File: config.mk
export PLATFORM = sky130hd
export DESIGN_NAME = wildcard_glob_match
export DESIGN_NICKNAME = d
export VERILOG_FILES = /design/src/design/wgm_pkg.sv /design/src/design/wildcard_glob_match.sv
export SDC_FILE = /design/constraint.sdc
export NUM_CORES = 1
export LEC_CHECK = 0
export ABC_AREA = 1
export BUFFER_PORTS_ARGS = -buffer_cell sky130_fd_sc_hd__buf_2
export CORE_MARGIN = 2
export CORE_UTILIZATION = 63
export DETAILED_ROUTE_END_ITERATION = 10
export HOLD_SLACK_MARGIN = 0.03
export PLACE_DENSITY_LB_ADDON = 0.12
export SYNTH_ARGS = -nofsm -noshare
export SYNTH_HDL_FRONTEND = slang
export SYNTH_SLANG_ARGS = --single-unit
File: constraint.sdc
create_clock -name clk -period 2.9 [get_ports clk]
set_input_delay 0.29 -clock clk [delete_from_list [all_inputs] [get_ports clk]]
set_output_delay 0.29 -clock clk [all_outputs]
set_load 0.01 [all_outputs]
File: src/design/wgm_pkg.sv
`timescale 1ns / 1ps
`default_nettype none

package wgm_pkg;

    localparam int MAX_MASK = 32;
    localparam int LEN_W    = $clog2(MAX_MASK + 1);
    localparam int IDX_W    = (MAX_MASK > 1) ? $clog2(MAX_MASK) : 1;
    localparam int ACT_W    = MAX_MASK + 1;
    localparam int PADDR_W  = 2;

    localparam logic [ACT_W-1:0]   ACT_RESTART      = ACT_W'(1);
    localparam logic [PADDR_W-1:0] ADDR_IGNORE_CASE = PADDR_W'(0);

    localparam logic [7:0] STAR_CODE = 8'h2A;
    localparam logic [7:0] ANY_CODE  = 8'h3F;
    localparam logic [7:0] LOWER_A   = 8'h61;
    localparam logic [7:0] LOWER_Z   = 8'h7A;
    localparam logic [7:0] UPPER_A   = 8'h41;

    typedef enum logic [1:0] {
        OP_CLEAR  = 2'd0,
        OP_APPEND = 2'd1,
        OP_NAME   = 2'd2,
        OP_END    = 2'd3
    } op_t;

    function automatic logic [7:0] fold_char(input logic [7:0] c, input logic ic);
        logic [7:0] r;
        r = c;
        if (ic && (c inside {[LOWER_A:LOWER_Z]}))
        begin
            r = c - LOWER_A + UPPER_A;
        end
        return r;
    endfunction

endpackage

`default_nettype wire

File: src/design/wildcard_glob_match.sv
`timescale 1ns / 1ps
`default_nettype none

// channel | handshake            | payload
// --------+----------------------+---------------------------
// in      | in_valid / in_stall  | opcode, char_code
// out     | out_valid / out_stall| matched, mask_overflow
// cfg     | apb write/read       | ignore_case at offset 0
//
// one transaction per cycle unless in_stall; result via input and result registers
// the rate is set by the active-position update on the registered item
// rst_n clears mask length, flags and both valids, and restarts active positions
// in_stall rises only when an end-of-name waits behind a stalled result

module wildcard_glob_match
    import wgm_pkg::*;
(
    input  wire                 clk,
    input  wire                 rst_n,

    input  wire                 in_valid,
    output logic                in_stall,
    input  wire  [1:0]          opcode,
    input  wire  [7:0]          char_code,

    output logic                out_valid,
    input  wire                 out_stall,
    output logic                matched,
    output logic                mask_overflow,

    input  wire                 psel,
    input  wire                 penable,
    input  wire                 pwrite,
    input  wire  [PADDR_W-1:0]  paddr,
    input  wire  [31:0]         pwdata,
    output logic [31:0]         prdata,
    output logic                pready
);

    logic              ignore_case_reg;

    logic              s1_valid_reg;
    op_t               s1_op_reg;
    logic [7:0]        s1_char_reg;

    logic [7:0]        mask_reg [MAX_MASK];
    logic [LEN_W-1:0]  len_reg;
    logic [ACT_W-1:0]  act_reg;
    logic              prev_star_reg;
    logic              ovf_reg;

    logic              out_valid_reg;
    logic              matched_reg;
    logic              ovf_out_reg;

    logic [MAX_MASK-1:0] lane_valid;
    logic [MAX_MASK-1:0] lane_star;
    logic [MAX_MASK-1:0] lane_hit;
    logic [ACT_W-1:0]    closed;
    logic [ACT_W-1:0]    step_next;
    logic [7:0]          name_fold;
    logic                s1_go;
    logic                s1_is_star;
    logic                cfg_write;

    // configuration port
    assign pready    = 1'b1;
    assign cfg_write = psel && penable && pwrite && (paddr == ADDR_IGNORE_CASE);
    assign prdata    = (paddr == ADDR_IGNORE_CASE) ? {31'b0, ignore_case_reg} : 32'b0;

    always_ff @(posedge clk or negedge rst_n)
    begin
        if (!rst_n)
        begin
            ignore_case_reg <= 1'b0;
        end
        else if (cfg_write)
        begin
            ignore_case_reg <= pwdata[0];
        end
    end

    // per-position lanes
    assign name_fold = fold_char(s1_char_reg, ignore_case_reg);

    always_comb
    begin
        for (int i = 0; i < MAX_MASK; i++)
        begin
            lane_valid[i] = (LEN_W'(i) < len_reg);
            lane_star[i]  = lane_valid[i] && (mask_reg[i] == STAR_CODE);
            lane_hit[i]   = lane_valid[i] && !lane_star[i] &&
                            ((mask_reg[i] == ANY_CODE) ||
                             (fold_char(mask_reg[i], ignore_case_reg) == name_fold));
        end
    end

    // stored stars never sit next to each other, so one step of closure suffices
    assign closed = act_reg | {lane_star & act_reg[MAX_MASK-1:0], 1'b0};

    always_comb
    begin
        step_next = '0;
        for (int i = 0; i < MAX_MASK; i++)
        begin
            if (closed[i] && lane_star[i])
            begin
                step_next[i] = 1'b1;
            end
            if (closed[i] && lane_hit[i])
            begin
                step_next[i+1] = 1'b1;
            end
        end
    end

    // input register
    assign s1_go      = s1_valid_reg && ((s1_op_reg != OP_END) || !out_valid_reg || !out_stall);
    assign in_stall   = s1_valid_reg && !s1_go;
    assign s1_is_star = (s1_char_reg == STAR_CODE);

    always_ff @(posedge clk or negedge rst_n)
    begin
        if (!rst_n)
        begin
            s1_valid_reg <= 1'b0;
        end
        else if (!in_stall)
        begin
            s1_valid_reg <= in_valid;
        end
    end

    always_ff @(posedge clk)
    begin
        if (in_valid && !in_stall)
        begin
            s1_op_reg   <= op_t'(opcode);
            s1_char_reg <= char_code;
        end
    end

    // mask storage
    always_ff @(posedge clk)
    begin
        if (s1_go && (s1_op_reg == OP_APPEND) && !(s1_is_star && prev_star_reg) &&
            (len_reg < LEN_W'(MAX_MASK)))
        begin
            mask_reg[len_reg[IDX_W-1:0]] <= s1_char_reg;
        end
    end

    // matcher state
    always_ff @(posedge clk or negedge rst_n)
    begin
        if (!rst_n)
        begin
            len_reg       <= '0;
            act_reg       <= ACT_RESTART;
            prev_star_reg <= 1'b0;
            ovf_reg       <= 1'b0;
        end
        else if (s1_go)
        begin
            case (s1_op_reg)
                OP_CLEAR:
                begin
                    len_reg       <= '0;
                    act_reg       <= ACT_RESTART;
                    prev_star_reg <= 1'b0;
                    ovf_reg       <= 1'b0;
                end
                OP_APPEND:
                begin
                    if (!(s1_is_star && prev_star_reg))
                    begin
                        if (len_reg < LEN_W'(MAX_MASK))
                        begin
                            len_reg <= len_reg + LEN_W'(1);
                        end
                        else
                        begin
                            ovf_reg <= 1'b1;
                        end
                    end
                    prev_star_reg <= s1_is_star;
                    act_reg       <= ACT_RESTART;
                end
                OP_NAME:
                begin
                    act_reg <= step_next;
                end
                OP_END:
                begin
                    act_reg <= ACT_RESTART;
                end
                default:
                begin
                    act_reg <= ACT_RESTART;
                end
            endcase
        end
    end

    // result register
    always_ff @(posedge clk or negedge rst_n)
    begin
        if (!rst_n)
        begin
            out_valid_reg <= 1'b0;
        end
        else if (s1_go && (s1_op_reg == OP_END))
        begin
            out_valid_reg <= 1'b1;
        end
        else if (!out_stall)
        begin
            out_valid_reg <= 1'b0;
        end
    end

    always_ff @(posedge clk)
    begin
        if (s1_go && (s1_op_reg == OP_END))
        begin
            matched_reg <= closed[len_reg];
            ovf_out_reg <= ovf_reg;
        end
    end

    assign out_valid     = out_valid_reg;
    assign matched       = matched_reg;
    assign mask_overflow = ovf_out_reg;

endmodule

`default_nettype wire

==> summary.txt <==
Outcome
  • Status: completed

STA
  • Post-Route Skew: 0.0243 ns
  • Max frequency: 0.394 GHz
  • Measured slew at the worst slew-check pin: 0.799 ns
  • Setup violators final: 0
  • RSZ-0062 raised after global routing: false
  • Min Tclk post-route: 2.54 ns
  • Relative slew slack: 0.465
  • Total negative slack: 0 ns
  • Final WS setup: 0.364 ns
  • Final Hold Fails: 0
  • Crit share post-route: 0.875
  • Slew Viols, Final: 0

Layout
  • Most frequent cells in the layout: nand2_1, nor2_1, inv_1
  • Register area: 9150 µm²
  • Max FFs per register: 256
  • Most common cell after layout, fill and taps aside: nand2_1
  • Diodes inserted: 0
  • Filler cells: 2,682
  • Area Overhead vs Synth: 9.15%
  • Multi-input logic area: 10,100 µm²
  • Final core utilization: 0.693
  • Share of cells above drive strength 1: 0.0572
  • Nets: 3,106

Drt
  • Drt total wl: 55,900 µm
  • Via count: 19,331
  • DRT iter0 DRCs: 1,661
  • Via density: 5.54
  • ANT nets after route: 0
  • Post-route DRC violation count: 0
  • Drt wl/cell: 16.0 µm
  • First-pass DRT Iterations: 6

CTS
  • Root Buffer: clkbuf_16
  • Bufs on Longest Clock Path: 3
  • Clock slew at reported path FFs: 0.06 ns
  • Clock Latency Late Sink: 0.52 ns
  • Post-CTS setup buffer count: 0
  • CTS sink cnt: 312
  • CTS tree: done
  • H-Tree Depth: 2
  • Num CTS Buffers: 35

Place
  • Global placement routability congestion: 0.924
  • DP Worst Slack: 0.446 ns
  • I/O Buffers: 24
  • HPWL Detailed: 38,400 µm

Worst setup path
  • Slowest CP cell: edfxtp_1
  • Cells along the critical path: inv_2 > nand2_1 > nor2_2 > nor2_1 > nor2_4 > nand2_2 > nand2_4 > nand2_1 > nand2_1 > nand3_1 > nand2_1 > nand2_1 > nand2_1 > nand2_1 > nand2_1
  • CP startpoint kind: register
  • WP buf/inv: 1
  • CP dominant cell by count: nand2_1
  • Required time worst endpoint: 3.34 ns
  • Crit. End Element: register
  • Worst Path Arrival: 2.98 ns
  • CP Class: register to register
  • Top Family by Delay on Critical Path: simple AND/OR/NAND/NOR gates
  • CP Max Fanout: 31
  • Worst path max stage delay: 0.55 ns

Synthesis
  • Synth Cell Area: 21,100 µm²
  • Syn_area_per_cell: 7.19 µm²
  • Share of the yosys chip area belonging to registers: 0.433
  • Syn. warnings: 0
  • Number of synthesized register bits: 312
  • Netlist cell types: 42
  • Post-Syn Instances: 2,939

Pwr
  • Pleak: 11.1 nW
  • Peak supply drop: 0.505 mV
  • Pwr dens: 460 nW/µm²

Global route
  • Largest net degree at the start of global routing: 63
  • Gr busiest metal: met2
  • Number of global-route vias before repair: 18,363
  • Met2 usage: 0.537
  • Total track usage: 0.320
  • Routing usage on met3: 0.0428
  • Global route overflow: 0
  • First-pass GRT wire length: 89,800 µm
  • Initial antenna violation count: 0
  • Met1 usage: 0.414

Floorplanning
  • Row Count: 67
  • Die W: 187 µm
  • Initial Util: 0.635
  • Ports: 88
  • DIE HEIGHT: 187 µm
  • Die ar.: 35,000 µm²
  • Std-Cell Core Area: 33,300 µm²

Hold path
  • Hold crit path type: input port to register

Job
  • Max cap viols: 0
## kinds of logic (layout without fill, tap and decap cells)
logic type,Yosys count,in the layout,synth area share
flip-flops,312,312,0.433
adder cells (fa/ha/maj),37,37,0.0219
AO/OA/AOI/OAI,161,161,0.0412
XOR/XNOR,121,121,0.0501
other,2,32,0.000355
AND/OR/NAND/NOR,1834,1834,0.358
buffers and inverters,472,546,0.0955
## worst reg2reg max path, stage by stage (launching register included)
cell and delay, ns:
edfxtp_1 0.55, inv_2 0.21, nand2_1 0.08, nor2_2 0.15
nor2_1 0.09, nor2_4 0.16, nand2_2 0.09, nand2_4 0.41
nand2_1 0.12, nand2_1 0.09, nand3_1 0.08, nand2_1 0.14
nand2_1 0.10, nand2_1 0.07, nand2_1 0.04, nand2_1 0.07
## synth_stat cells, drive strengths merged
cell | instances | area, µm²
and3 | 1 | 6.26
xor2 | 43 | 377
nor3 | 48 | 240
inv | 378 | 1420
a221oi | 7 | 61.3
a21oi | 91 | 455
o211ai | 1 | 7.51
nand3b | 1 | 7.51
xnor2 | 78 | 683
and3b | 3 | 26.3
a211oi | 5 | 37.5
or2 | 2 | 12.5
nor4 | 5 | 31.3
clkbuf | 11 | 41.3
or4 | 1 | 7.51
nand4 | 43 | 269
nor2 | 472 | 1810
o22ai | 5 | 31.3
edfxtp | 268 | 8050
nand2 | 962 | 3650
a22oi | 1 | 7.51
ha | 37 | 463
o21ai | 48 | 240
o211a | 3 | 30.0
nand3 | 292 | 1470
nor3b | 3 | 22.5
or3 | 1 | 6.26
buf | 81 | 551
dfstp | 1 | 26.3
conb | 2 | 7.51
clkinv | 2 | 7.51
dfrtp | 43 | 1080
## final cells by class
cell class                 count  area share
sequential                   312       0.397
timing repair buffer         104      0.0332
clock inverter                19     0.00732
clock buffer                  43      0.0397
multi-input combinational   2185       0.437
tap                          448      0.0243
inverter                     380      0.0618
## metal layers
metal | up-vias | share of wire
li1 | 9493 | -
met1 | 8858 | 0.41
met2 | 798 | 0.47
met3 | 182 | 0.082
met4 | 0 | 0.043
met5 | - | 0
## report_power, final
| group | switching [W] | leakage [nW] | internal [W] |
|---|---|---|---|
| clock network | 0.00175 | 0.526 | 0.00251 |
| logic | 0.000959 | 7.61 | 0.000389 |
| registers | 0.0000656 | 3.02 | 0.00494 |
## final timing paths
path / from / endpoint / depth (start not counted) / slack, ns
setup / recovery: s1_char_reg[2] / act_reg[16] / 15 / 0.36
hold / removal: pwdata[0] / ignore_case_reg / 3 / 0.08
setup reg to reg: s1_char_reg[2] / act_reg[16] / 15 / 0.36
hold reg to reg: ovf_reg / mask_overflow / 0 / 0.46
max in group asynchronous: rst_n / act_reg[2] / 3 / 1.94
min in group asynchronous: rst_n / out_valid / 3 / 0.48
## stage by stage
stage	power, W	instance area (µm²)	std cells	hold slack, ns
after floorplan	0.00598	21200	2969	-0.00559
after global placement	0.00637	21900	3416	0.435
after detailed placement	0.00640	21900	3416	0.433
after CTS	0.0106	23100	3491	0.0781
after global routing	0.0110	23100	3491	0.110
final	0.0106	23100	3491	0.0793
## repair_timing
action / 4_1_cts / 5_1_grt
hold buffers: 13 / 0
resized for setup: 0 / 0
hold endpoints to repair: 55 / 0
(Power assumes the default switching activity.)
